$ cat src/hdl/kle_pkg.sv
// ----------------------------------------------------------------------------
// kle_pkg
// Shared constants and types for the keystroke line editor.
// ----------------------------------------------------------------------------
package kle_pkg;

  localparam int LINE_DEPTH_DEF = 64;
  localparam int KEY_W          = 8;

  localparam logic [KEY_W-1:0] KEY_BACKSPACE = 8'h2D;
  localparam logic [KEY_W-1:0] KEY_LEFT      = 8'h3C;
  localparam logic [KEY_W-1:0] KEY_RIGHT     = 8'h3E;

  typedef struct packed {
    logic [KEY_W-1:0] char_out;
    logic             char_valid;
    logic             last;
    logic             overflowed;
  } result_t;

endpackage

$ cat src/hdl/kle_key_if.sv
// ----------------------------------------------------------------------------
// kle_key_if
// Keystroke request channel: valid/ready with key code and end-of-line flag.
// ----------------------------------------------------------------------------
interface kle_key_if;
  logic                     valid;
  logic                     ready;
  logic [kle_pkg::KEY_W-1:0] key_code;
  logic                     end_of_line;

  modport source (output valid, output key_code, output end_of_line, input ready);
  modport sink   (input valid, input key_code, input end_of_line, output ready);
endinterface

$ cat src/hdl/kle_char_if.sv
// ----------------------------------------------------------------------------
// kle_char_if
// Line readout channel: valid/ready with one character and its flags.
// ----------------------------------------------------------------------------
interface kle_char_if;
  logic                     valid;
  logic                     ready;
  logic [kle_pkg::KEY_W-1:0] char_out;
  logic                     char_valid;
  logic                     last;
  logic                     overflowed;

  modport source (output valid, output char_out, output char_valid, output last,
                  output overflowed, input ready);
  modport sink   (input valid, input char_out, input char_valid, input last,
                  input overflowed, output ready);
endinterface

$ cat src/hdl/kle_line_mem.sv
// ----------------------------------------------------------------------------
// kle_line_mem
// Gap buffer storage: one write port, one read port, registered read data.
// ----------------------------------------------------------------------------
module kle_line_mem #(
  parameter int LINE_DEPTH = kle_pkg::LINE_DEPTH_DEF,
  parameter int AW         = $clog2(LINE_DEPTH)
) (
  input  logic                      clk,
  input  logic                      wr_en,
  input  logic [AW-1:0]             wr_addr,
  input  logic [kle_pkg::KEY_W-1:0] wr_data,
  input  logic                      rd_en,
  input  logic [AW-1:0]             rd_addr,
  output logic [kle_pkg::KEY_W-1:0] rd_data
);

  logic [kle_pkg::KEY_W-1:0] mem [LINE_DEPTH];

  always_ff @(posedge clk) begin
    if (wr_en) begin
      mem[wr_addr] <= wr_data;
    end
  end

  always_ff @(posedge clk) begin
    if (rd_en) begin
      rd_data <= mem[rd_addr];
    end
  end

endmodule

$ cat src/hdl/kle_out_stage.sv
// ----------------------------------------------------------------------------
// kle_out_stage
// Output register for readout requests; frees itself as the sink takes one.
// ----------------------------------------------------------------------------
module kle_out_stage (
  input  logic              clk,
  input  logic              rst_n,
  input  logic              load,
  input  kle_pkg::result_t  load_data,
  output logic              free,
  kle_char_if.source        out_char
);

  logic             valid_r;
  logic             valid_nxt;
  kle_pkg::result_t data_r;

  assign free = !valid_r || out_char.ready;

  always_comb begin
    valid_nxt = valid_r;
    if (load) begin
      valid_nxt = 1'b1;
    end else if (out_char.ready) begin
      valid_nxt = 1'b0;
    end
  end

  always_ff @(posedge clk) begin
    if (!rst_n) begin
      valid_r <= 1'b0;
    end else begin
      valid_r <= valid_nxt;
    end
  end

  always_ff @(posedge clk) begin
    if (load) begin
      data_r <= load_data;
    end
  end

  assign out_char.valid      = valid_r;
  assign out_char.char_out   = data_r.char_out;
  assign out_char.char_valid = data_r.char_valid;
  assign out_char.last       = data_r.last;
  assign out_char.overflowed = data_r.overflowed;

  a_load_when_free: assert property (@(posedge clk) disable iff (!rst_n)
    load |-> free)
    else $error("readout loaded over a pending request");

endmodule

$ cat src/hdl/keystroke_line_editor_unit.sv
// ----------------------------------------------------------------------------
// keystroke_line_editor_unit
// Gap buffer line editor: edits the line per keystroke, streams it out on
// end of line.
//
//   channel   | dir | payload                                  | handshake
//   ----------+-----+------------------------------------------+------------
//   in_key    | in  | key_code[7:0], end_of_line               | valid/ready
//   out_char  | out | char_out[7:0], char_valid, last, overflowed | valid/ready
//
// Insert, backspace and no-op keys finish when accepted; cursor moves read the line
// memory, then write it in S_MOVE. End of line goes through S_EOL, then reads each
// character in S_RD and hands it out in S_CAP, one at a time over the single read port.
// Reset (rst_n, synchronous) clears counts, flag and control; memory keeps
// its contents. in_key.ready is high only between keystrokes; a stalled
// out_char holds the readout in place.
// ----------------------------------------------------------------------------
module keystroke_line_editor_unit #(
  parameter int LINE_DEPTH = kle_pkg::LINE_DEPTH_DEF
) (
  input  logic        clk,
  input  logic        rst_n,
  kle_key_if.sink     in_key,
  kle_char_if.source  out_char
);

  localparam int AW = $clog2(LINE_DEPTH);
  localparam int CW = $clog2(LINE_DEPTH + 1);
  localparam int EW = CW + 1;
  localparam logic [EW-1:0] DEPTH_E = EW'(LINE_DEPTH);

  typedef enum logic [4:0] {
    S_IDLE = 5'b00001,
    S_MOVE = 5'b00010,
    S_EOL  = 5'b00100,
    S_RD   = 5'b01000,
    S_CAP  = 5'b10000
  } state_t;

  state_t          state_r, state_nxt;
  logic [CW-1:0]   left_r, left_nxt;
  logic [CW-1:0]   right_r, right_nxt;
  logic [CW-1:0]   idx_r, idx_nxt;
  logic            ovf_r, ovf_nxt;
  logic            eol_r, eol_nxt;
  logic            dir_r, dir_nxt;
  logic [AW-1:0]   dst_r, dst_nxt;

  logic                      wr_en, rd_en;
  logic [AW-1:0]             wr_addr, rd_addr;
  logic [kle_pkg::KEY_W-1:0] wr_data, rd_data;

  logic              load, free;
  kle_pkg::result_t  load_data;

  logic [EW-1:0] left_e, right_e, idx_e, total_e;
  logic          accept, line_full, last_char;
  state_t        after_edit;

  assign left_e    = EW'(left_r);
  assign right_e   = EW'(right_r);
  assign idx_e     = EW'(idx_r);
  assign total_e   = left_e + right_e;
  assign line_full = (total_e == DEPTH_E);
  assign last_char = ((idx_e + EW'(1)) == total_e);

  assign in_key.ready = (state_r == S_IDLE);
  assign accept       = in_key.valid && in_key.ready;

  always_comb begin
    state_nxt  = state_r;
    left_nxt   = left_r;
    right_nxt  = right_r;
    idx_nxt    = idx_r;
    ovf_nxt    = ovf_r;
    eol_nxt    = eol_r;
    dir_nxt    = dir_r;
    dst_nxt    = dst_r;
    wr_en      = 1'b0;
    wr_addr    = AW'(left_r);
    wr_data    = in_key.key_code;
    rd_en      = 1'b0;
    rd_addr    = AW'(left_e - EW'(1));
    load       = 1'b0;
    load_data  = '{char_out: rd_data, char_valid: 1'b1, last: last_char,
                   overflowed: ovf_r};
    after_edit = in_key.end_of_line ? S_EOL : S_IDLE;

    case (state_r)
      S_IDLE: begin
        if (accept) begin
          eol_nxt   = in_key.end_of_line;
          state_nxt = after_edit;
          case (in_key.key_code)
            kle_pkg::KEY_BACKSPACE: begin
              if (left_r != '0) begin
                left_nxt = left_r - CW'(1);
              end
            end
            kle_pkg::KEY_LEFT: begin
              if (left_r != '0) begin
                rd_en     = 1'b1;
                rd_addr   = AW'(left_e - EW'(1));
                dst_nxt   = AW'(DEPTH_E - right_e - EW'(1));
                dir_nxt   = 1'b0;
                state_nxt = S_MOVE;
              end
            end
            kle_pkg::KEY_RIGHT: begin
              if (right_r != '0) begin
                rd_en     = 1'b1;
                rd_addr   = AW'(DEPTH_E - right_e);
                dst_nxt   = AW'(left_r);
                dir_nxt   = 1'b1;
                state_nxt = S_MOVE;
              end
            end
            default: begin
              if (!line_full) begin
                wr_en    = 1'b1;
                wr_addr  = AW'(left_r);
                wr_data  = in_key.key_code;
                left_nxt = left_r + CW'(1);
              end else begin
                ovf_nxt = 1'b1;
              end
            end
          endcase
        end
      end
      S_MOVE: begin
        wr_en   = 1'b1;
        wr_addr = dst_r;
        wr_data = rd_data;
        if (dir_r) begin
          left_nxt  = left_r + CW'(1);
          right_nxt = right_r - CW'(1);
        end else begin
          left_nxt  = left_r - CW'(1);
          right_nxt = right_r + CW'(1);
        end
        state_nxt = eol_r ? S_EOL : S_IDLE;
      end
      S_EOL: begin
        if (total_e == '0) begin
          if (free) begin
            load      = 1'b1;
            load_data = '{char_out: '0, char_valid: 1'b0, last: 1'b1,
                          overflowed: ovf_r};
            ovf_nxt   = 1'b0;
            state_nxt = S_IDLE;
          end
        end else begin
          idx_nxt   = '0;
          state_nxt = S_RD;
        end
      end
      S_RD: begin
        rd_en = 1'b1;
        if (idx_e < left_e) begin
          rd_addr = AW'(idx_r);
        end else begin
          rd_addr = AW'(idx_e + (DEPTH_E - total_e));
        end
        state_nxt = S_CAP;
      end
      S_CAP: begin
        if (free) begin
          load = 1'b1;
          if (last_char) begin
            left_nxt  = '0;
            right_nxt = '0;
            ovf_nxt   = 1'b0;
            state_nxt = S_IDLE;
          end else begin
            idx_nxt   = idx_r + CW'(1);
            state_nxt = S_RD;
          end
        end
      end
      default: begin
        state_nxt = S_IDLE;
      end
    endcase
  end

  always_ff @(posedge clk) begin
    if (!rst_n) begin
      state_r <= S_IDLE;
      left_r  <= '0;
      right_r <= '0;
      ovf_r   <= 1'b0;
      eol_r   <= 1'b0;
      idx_r   <= '0;
      dir_r   <= 1'b0;
    end else begin
      state_r <= state_nxt;
      left_r  <= left_nxt;
      right_r <= right_nxt;
      ovf_r   <= ovf_nxt;
      eol_r   <= eol_nxt;
      idx_r   <= idx_nxt;
      dir_r   <= dir_nxt;
    end
  end

  always_ff @(posedge clk) begin
    dst_r <= dst_nxt;
  end

  kle_line_mem #(
    .LINE_DEPTH (LINE_DEPTH),
    .AW         (AW)
  ) u_line_mem (
    .clk     (clk),
    .wr_en   (wr_en),
    .wr_addr (wr_addr),
    .wr_data (wr_data),
    .rd_en   (rd_en),
    .rd_addr (rd_addr),
    .rd_data (rd_data)
  );

  kle_out_stage u_out_stage (
    .clk       (clk),
    .rst_n     (rst_n),
    .load      (load),
    .load_data (load_data),
    .free      (free),
    .out_char  (out_char)
  );

  a_count_bound: assert property (@(posedge clk) disable iff (!rst_n)
    total_e <= DEPTH_E)
    else $error("gap buffer counts exceed line depth");

  a_load_states: assert property (@(posedge clk) disable iff (!rst_n)
    load |-> (state_r == S_CAP || state_r == S_EOL))
    else $error("readout request outside readout states");

  a_clear_after_last: assert property (@(posedge clk) disable iff (!rst_n)
    (load && load_data.last) |=>
      (state_r == S_IDLE && left_r == '0 && right_r == '0 && !ovf_r))
    else $error("line not cleared after final readout request");

  a_move_from_idle: assert property (@(posedge clk) disable iff (!rst_n)
    (state_r == S_MOVE) |-> ($past(state_r) == S_IDLE))
    else $error("cursor move not started from a keystroke");

endmodule

$ cat src/flat_wrapper.sv
// flat-port wrapper written by rule: the top's interface ports become plain ports
module keystroke_line_editor_unit_flat 
#(
  parameter int LINE_DEPTH = kle_pkg::LINE_DEPTH_DEF
)
  (clk, rst_n, in_key_valid, in_key_key_code, in_key_end_of_line, in_key_ready, out_char_valid, out_char_char_out, out_char_char_valid, out_char_last, out_char_overflowed, out_char_ready);
  kle_key_if in_key_i ();
  kle_char_if out_char_i ();
  input  logic clk;
  input  logic rst_n;
  input wire logic [$bits(in_key_i.valid)-1:0] in_key_valid;
  input wire logic [$bits(in_key_i.key_code)-1:0] in_key_key_code;
  input wire logic [$bits(in_key_i.end_of_line)-1:0] in_key_end_of_line;
  output wire logic [$bits(in_key_i.ready)-1:0] in_key_ready;
  output wire logic [$bits(out_char_i.valid)-1:0] out_char_valid;
  output wire logic [$bits(out_char_i.char_out)-1:0] out_char_char_out;
  output wire logic [$bits(out_char_i.char_valid)-1:0] out_char_char_valid;
  output wire logic [$bits(out_char_i.last)-1:0] out_char_last;
  output wire logic [$bits(out_char_i.overflowed)-1:0] out_char_overflowed;
  input wire logic [$bits(out_char_i.ready)-1:0] out_char_ready;
  assign in_key_i.valid = in_key_valid;
  assign in_key_i.key_code = in_key_key_code;
  assign in_key_i.end_of_line = in_key_end_of_line;
  assign in_key_ready = in_key_i.ready;
  assign out_char_valid = out_char_i.valid;
  assign out_char_char_out = out_char_i.char_out;
  assign out_char_char_valid = out_char_i.char_valid;
  assign out_char_last = out_char_i.last;
  assign out_char_overflowed = out_char_i.overflowed;
  assign out_char_i.ready = out_char_ready;
  keystroke_line_editor_unit #(.LINE_DEPTH(LINE_DEPTH)) u_core (.clk(clk), .rst_n(rst_n), .in_key(in_key_i), .out_char(out_char_i));
endmodule
$ cat config.mk
export PLATFORM = sky130hd
export DESIGN_NAME = keystroke_line_editor_unit_flat
export DESIGN_NICKNAME = d
export VERILOG_FILES = /design/src/hdl/kle_pkg.sv /design/src/hdl/kle_key_if.sv /design/src/hdl/kle_char_if.sv /design/src/hdl/kle_line_mem.sv /design/src/hdl/kle_out_stage.sv /design/src/hdl/keystroke_line_editor_unit.sv /design/src/flat_wrapper.sv
export SDC_FILE = /design/constraint.sdc
export NUM_CORES = 1
export LEC_CHECK = 0
export ABC_AREA = 1
export BUFFER_PORTS_ARGS = -buffer_cell sky130_fd_sc_hd__buf_2
export CORE_ASPECT_RATIO = 0.5
export CORE_MARGIN = 2
export CORE_UTILIZATION = 66
export CTS_BUF_LIST = sky130_fd_sc_hd__clkbuf_2
export DETAILED_ROUTE_END_ITERATION = 12
export PLACE_DENSITY_LB_ADDON = 0.25
export RECOVER_POWER = 50
export SYNTH_ARGS = -nofsm -noshare
export SYNTH_HDL_FRONTEND = slang
export SYNTH_HIERARCHICAL = 1
export SYNTH_SLANG_ARGS = --single-unit
$ cat constraint.sdc
create_clock -name clk -period 5.6 [get_ports clk]
set_clock_uncertainty 0.05 [all_clocks]
set_input_delay 0.84 -clock clk [delete_from_list [all_inputs] [get_ports clk]]
set_output_delay 0.84 -clock clk [all_outputs]
set_load 0.005 [all_outputs]
==> flow_summary.yaml, run 1 <==
status:
  outcome: "finished, violations left"
  violations: "capacitance limit, slew limit"
sta:
  tns_ps: 0
  tightest_slew_ps: 3130
  min_period_ps: 4990
  rsz0062_at_grt: "false"
  slew_viol_final: 452
  max_slew_margin_pct: -109
  hold_violations: 0
  finalWorstSetupSlack_ps: 611
  finalCritPeriodShare_pct: 89.1
  fmax_mhz: 200
  setup_viol: 0
finish:
  area_growth_pct: 4.83
  final_common_cell: "nand2_1"
  nets: 2546
  drive_gt1_share_pct: 9.22
  layout_common_cells: "nand2_1, edfxtp_1, nand3_1"
  layout.cells.non_filler: 3103
  post-route-cell-area_um2: 26800
drt:
  viasPerCell: 5.98
  drt_wl_total_mm: 62.5
  drtPass1Iterations: 8
  drt-initial-drc-count: 2743
  drc: 0
  vias: 18500
  drt.antenna.violating_nets: 0
  drt-wirelength-per-cell_um: 20.1
setup_path:
  required_ps: 6330
  reg2reg_slack_ps: 610
  path_class: "flop to flop"
  end_kind: "flop"
  arrival_ps: 5720
  critPathLaunchType: "flop"
  cp_max_fo: 37
global_route:
  grt_max_degree: 173
  grt-busiest-layer: "met2"
  track_usage_pct: 31.7
  grt_pass1_vias: 17200
  grt.overflow.total: 0
  met1_usage_pct: 44.5
  grt_pass1_wl_mm: 96.4
  grt_antenna_before_repair: 3
  gr-usage-met3_pct: 8.84
  gr-usage-met2_pct: 48.4
floorplan:
  io_pins: 26
  die_area_um2: 40400
  die_h_um: 143
  rows: 50
  initial_core_util_pct: 67.6
  die_w_um: 282
  fp.coreArea_um2: 37800
clocking:
  cts_htree_levels: 3
  cts_buffers: 116
  root_buffer: "clkbuf_2"
  cts.sinks: 567
  post-cts-setup-buffers: 0
  ctsLongestPathBuffers: 3
  clock_latency_ps: 1100
  cts_tree: "done"
  path_clk_slew_ps: 110
placement:
  pre_cts_ws_ps: 769
  hpwl_mm: 37.9
  dp_cells: 2904
  post_dp_cell_area_um2: 25900
  gp_congestion: 0.957
  io_buffers: 25
synthesis:
  synth_flop_cell: "edfxtp_1"
  yosysSeqAreaShare_pct: 65.5
  syn-instance-count: 2455
  yosysWarnings: 6
  ys_types: 48
  synthesis.nets: 2497
  ys_ff_latch: 567
  avgSynthCellArea_um2: 10.4
  synthArstFlopShare_pct: 0
  synthesis.area_um2: 25500
  synth_edf_count: 537
min_path:
  hold_path_class: "input pin to flop"
power:
  p_leak_nw: 10.2
  power_density_nw_per_um2: 444
  vdd_drop_max_uv: 535
  p_total_w: 0.0119
flow_run:
  drv_cap: 8
[layer usage]
metal / share of wire, % / vias up
li1: - / 8600
met1: 39 / 8587
met2: 45 / 1213
met3: 13 / 140
met4: 2.9 / 2
met5: 0.011 / -
[worst paths after layout]
check                                                    start                                          endpoint  depth (start not counted)
worst max-delay path            u_core/state_r[4]$_SDFFE_PN0P_            u_core/u_line_mem/mem[40][5]$_DFFE_PP_                          5
worst min-delay path                                     rst_n                    u_core/right_r[3]$_SDFFE_PN0P_                          3
worst max register to register  u_core/state_r[4]$_SDFFE_PN0P_            u_core/u_line_mem/mem[40][5]$_DFFE_PP_                          5
worst min register to register       u_core/ovf_r$_SDFFE_PN0P_  u_core/u_out_stage/out_char.overflowed$_DFFE_PP_                          0
[logic make-up (layout without fill, tap and decap cells)]
logic type / after synthesis / in the layout / synth area share [%]
AND/OR/NAND/NOR: 1508 / 1508 / 25.4
flip-flops: 567 / 567 / 65.5
buffers and inverters: 230 / 355 / 4.62
AO/OA/AOI/OAI: 96 / 96 / 2.12
adder cells (fa/ha/maj): 29 / 29 / 1.51
XOR/XNOR: 25 / 25 / 0.887
other: 0 / 3 / 0
[stage by stage]
step           util, %  hold slack, ps
2_1_floorplan        -             359
3_3_place_gp      68.6             371
3_5_place_dp      68.6             376
4_1_cts           71.2            81.6
5_1_grt           70.8             118
6_report          70.8             170
[final cells by class]
cell class / instances / area (µm²)
repair buffers: 51 / 368
flip-flops and latches: 567 / 16700
diodes: 3 / 7.51
clock inverters: 34 / 150
fillers: 2732 / 11000
clock buffers: 160 / 801
multi-input cells: 1658 / 7640
inverters: 110 / 423
well taps: 520 / 651
[cells in the mapped netlist (9+ instances only)]
master,number,area (µm²)
o21ai_0,44,220
buf_6,24,270
inv_1,101,379
dfxtp_1,30,601
edfxtp_1,537,16100
nand4_1,13,81.3
nand2_1,824,3090
nor3_1,25,125
ha_1,26,325
nor2_1,133,499
buf_2,56,280
nand3_1,482,2410
buf_4,9,67.6
xor2_1,16,140
buf_1,12,45.0
clkbuf_1,17,63.8
a21oi_1,27,135
[power by group]
| group | switching (W) | leakage (nW) | internal, W |
|---|---|---|---|
| registers | 0.0000589 | 5.07 | 0.00476 |
| logic | 0.00346 | 4.44 | 0.00129 |
| clock network | 0.00153 | 0.731 | 0.000770 |
[critical path, cell delays in order, from the launching register on]
cell	delay, ps
dfxtp_1	390
inv_1	100
nand3_1	500
clkinv_2	540
o21ai_1	2340
clkbuf_2	770
[sequential cells by signal, indices dropped and copies added, names as in the netlist]
register / cells
u_core/eol_r: 1
u_core/state_r: 5
u_core/u_out_stage/out_char.char_out: 8
u_core/u_out_stage/out_char.overflowed: 1
u_core/u_out_stage/out_char.char_valid: 1
u_core/idx_r: 7
u_core/ovf_r: 1
u_core/u_out_stage/out_char.last: 1
u_core/left_r: 7
u_core/dir_r: 1
u_core/right_r: 7
u_core/u_line_mem/mem: 512
u_core/u_line_mem/rd_data: 8
u_core/u_out_stage/out_char.valid: 1
u_core/dst_r: 6
[what timing repair did]
item                                   CTS  global route
resized for setup                        0             0
endpoints found under the hold margin    2             0
hold buffers                             2             0
Note: power is estimated with default switching activity, not from simulation.
==> run 2, diff against run 1 <==
ABC_AREA = 0   (was 1)
SYNTH_HIERARCHICAL = default   (was 1)
clock period = 5.5 ns   (was 5.6 ns; I/O delays follow)
==> run 2 against run 1 <==
The run still ends with capacitance limit, slew limit left. Final cell count is 17% lower. Sequential power is 1% lower. Count of clock-buffer cells in the layout is 14 higher. Fmax is 1.9% lower. Clock power is 7% higher. Wire length is 3.3% higher. Worst setup slack worse by 190 ps. Utilization is 0.15 points higher. Critical path type unchanged. Largest cell class unchanged.
==> flow_summary.yaml, run 2 <==
status:
  outcome: "finished, violations left"
  violations: "capacitance limit, slew limit"
sta:
  rsz0062_at_grt: "false"
  tns_ps: 0
  finalWorstSetupSlack_ps: 417
  max_slew_margin_pct: -15.9
  fmax_mhz: 197
  min_period_ps: 5080
  slew_viol_final: 203
  tightest_slew_ps: 1720
  hold_violations: 0
  finalCritPeriodShare_pct: 92.4
  setup_viol: 0
synthesis:
  synth_top_area_share_pct: 65.2
  synth_top_cell_by_area: "edfxtp_1"
  ys_types: 83
  synthesis.area_um2: 24700
  synth_flop_cell: "edfxtp_1"
  syn-instance-count: 1896
  synthesis.nets: 1940
  yosysWarnings: 0
  synth_edf_count: 537
  synth_area_leaders: "edfxtp_1, nand2_1, a21oi_1, dfxtp_1, mux2i_1"
  ys_ff_latch: 567
  synthArstFlopShare_pct: 0
  yosysSeqAreaShare_pct: 67.7
  avgSynthCellArea_um2: 13.0
  synth.most_common_cell: "edfxtp_1"
  synth_common_cells: "edfxtp_1, nand2_1, nor2_1"
finish:
  final_common_cell: "edfxtp_1"
  top_register: "u_core.u_line_mem.mem"
  layout_common_cells: "edfxtp_1, nand2_1, clkbuf_2"
  layout.cells.non_filler: 2585
  post-route-util_pct: 71.0
  nets: 2041
  area_growth_pct: 6.73
  drive_gt1_share_pct: 14.6
  largest_reg_flops: 512
power:
  power_density_nw_per_um2: 332
  vdd_drop_max_uv: 143
  p_sw_share_pct: 30.4
  combPwrFrac_pct: 17.6
  p_int_w: 0.00610
  switchingPower_w: 0.00267
  seqPwrFrac_pct: 54.4
  power_frac_clock_pct: 28.0
  p_leak_nw: 9.32
  p_total_w: 0.00877
setup_path:
  required_ps: 6360
  reg2reg_slack_ps: 420
  cp_top_family: "simple AND/OR/NAND/NOR gates"
  end_kind: "flop"
  cp_num_cells: 14
  critPathLaunchType: "flop"
  crit_top_cell: "nor4_1"
  cp_max_fo: 91
  arrival_ps: 5940
  path_cells: "clkbuf_1 -> inv_1 -> ha_1 -> nand2b_1 -> nor4_1 -> or4b_1 -> o21a_1 -> and2_4 -> buf_12 -> nand2_1 -> a32oi_1 -> and3_1 -> o22ai_1 -> nor4_1"
  cp_slowest_cell: "and2_4"
  max_stage_delay_ps: 880
  r2r_start: "u_core.right_r[0]$_SDFFE_PN0P_"
  rr_endpoint: "u_core.u_line_mem.rd_data[2]$_DFFE_PP_"
  path_class: "flop to flop"
  path_buf_inv: 3
  ff2ff_path_depth: 14
global_route:
  track_usage_pct: 33.3
  grt_max_degree: 92
  grt_pass1_vias: 16000
  grt_pass1_wl_mm: 96.9
  grt.overflow.total: 0
  grt_antenna_before_repair: 3
placement:
  dp_cells: 2372
  hpwl_mm: 41.0
  io_buffers: 25
  pre_cts_ws_ps: 737
  gp_congestion: 0.979
floorplan:
  die_area_um2: 39100
  die_w_um: 278
  initial_core_util_pct: 66.5
  die_h_um: 141
  rows: 50
  fp.coreArea_um2: 37200
  io_pins: 26
min_path:
  hold-path-endpoint: "u_core.state_r[2]$_SDFFE_PN0P_"
  hold_path_depth: 4
  worstHoldStart: "out_char_ready"
  hold_path_class: "input pin to flop"
drt:
  drt_wl_total_mm: 64.5
  drt.antenna.violating_nets: 0
  viasPerCell: 6.58
  drc: 0
  drtPass1Iterations: 8
  drt-wirelength-per-cell_um: 25.0
  drt-initial-drc-count: 2524
  vias: 17000
clocking:
  cts.sinks: 567
  cts_buffers: 115
  ctsLongestPathBuffers: 3
  root_buffer: "clkbuf_2"
  clock_latency_ps: 1140
  post-cts-setup-buffers: 0
  cts_htree_levels: 3
  cts_tree: "done"
  path_clk_slew_ps: 130
flow_run:
  drv_cap: 4
run 2: cell count changes after synthesis, sizes merged, moves of 39 or more:
cell / previous run / this run
a22oi: 1 / 40
nand2: 832 / 332
inv: 106 / 25
mux2i: 0 / 60
a21oi: 28 / 145
nand3: 486 / 68
run 2: what timing repair did:
action / CTS / global route
hold buffers: 2 / 0
resized for setup: 0 / 0
endpoints found under the hold margin: 4 / 0
run 2: cell type report:
type | instances | area, µm²
antenna | 2 | 5.00
clock inverter | 35 | 155
tap | 494 | 618
timing repair buffer | 87 | 603
clock buffer | 174 | 871
inverter | 25 | 93.8
multi-input combinational | 1201 | 7310
sequential | 567 | 16700
fill | 2517 | 10800
run 2: logic make-up (layout without fill, tap and decap cells):
group,after synthesis,after routing,share of synthesized area [%]
XOR/XNOR,32,32,1.13
AO/OA/AOI/OAI,388,388,10.7
other,0,2,0
multiplexers,77,77,3.84
AND/OR/NAND/NOR,672,672,12.1
buffers and inverters,128,321,2.90
adder cells (fa/ha/maj),32,32,1.70
flip-flops,567,567,67.7
run 2: layer usage:
layer,up-vias,track usage [%],part of all wire (%)
li1,7433,-,-
met1,8119,47.5,39
met2,1281,49.1,44
met3,166,10.7,14
met4,4,10.7,2.9
met5,-,0.733,0.085
run 2: how the worst max path moves through the flow:
stage | startpoint | end | slack, ps
after global routing | u_core.right_r[0]$_SDFFE_PN0P_ | u_core.u_line_mem.rd_data[2]$_DFFE_PP_ | 150
after detailed placement | in_key_key_code[0] | u_core.u_line_mem.rd_data[5]$_DFFE_PP_ | 740
after CTS | u_core.right_r[0]$_SDFFE_PN0P_ | u_core.u_line_mem.rd_data[5]$_DFFE_PP_ | 730
after global placement | u_core.right_r[0]$_SDFFE_PN0P_ | u_core.u_line_mem.rd_data[5]$_DFFE_PP_ | 770
after floorplan | u_core.left_r[0]$_SDFFE_PN0P_ | u_core.u_line_mem.rd_data[5]$_DFFE_PP_ | 1610
final | u_core.right_r[0]$_SDFFE_PN0P_ | u_core.u_line_mem.rd_data[2]$_DFFE_PP_ | 420
run 2: power groups by stage:
stage                     Combinational [W]  Clock [W]  Sequential, W
after floorplan                     0.00104          0        0.00486
after CTS                           0.00150    0.00246        0.00477
final                               0.00154    0.00246        0.00477
after detailed placement            0.00149          0        0.00486
after global routing                0.00163    0.00267        0.00477
after global placement              0.00146          0        0.00486
run 2: worst min-delay path, delay by kind of cell:
| family | cells | cell delay [ps] |
|---|---|---|
| AO/OA/AOI/OAI | 1 | 70 |
| AND/OR/NAND/NOR | 2 | 210 |
| buffers and inverters | 1 | 80 |
run 2: per-stage QoR:
stage               area, µm²  hold WS (ps)
global placement        25400           377
global route            26400          41.7
detailed placement      25400           373
CTS                     26400          39.9
floorplan               24700           359
finish                  26400           110
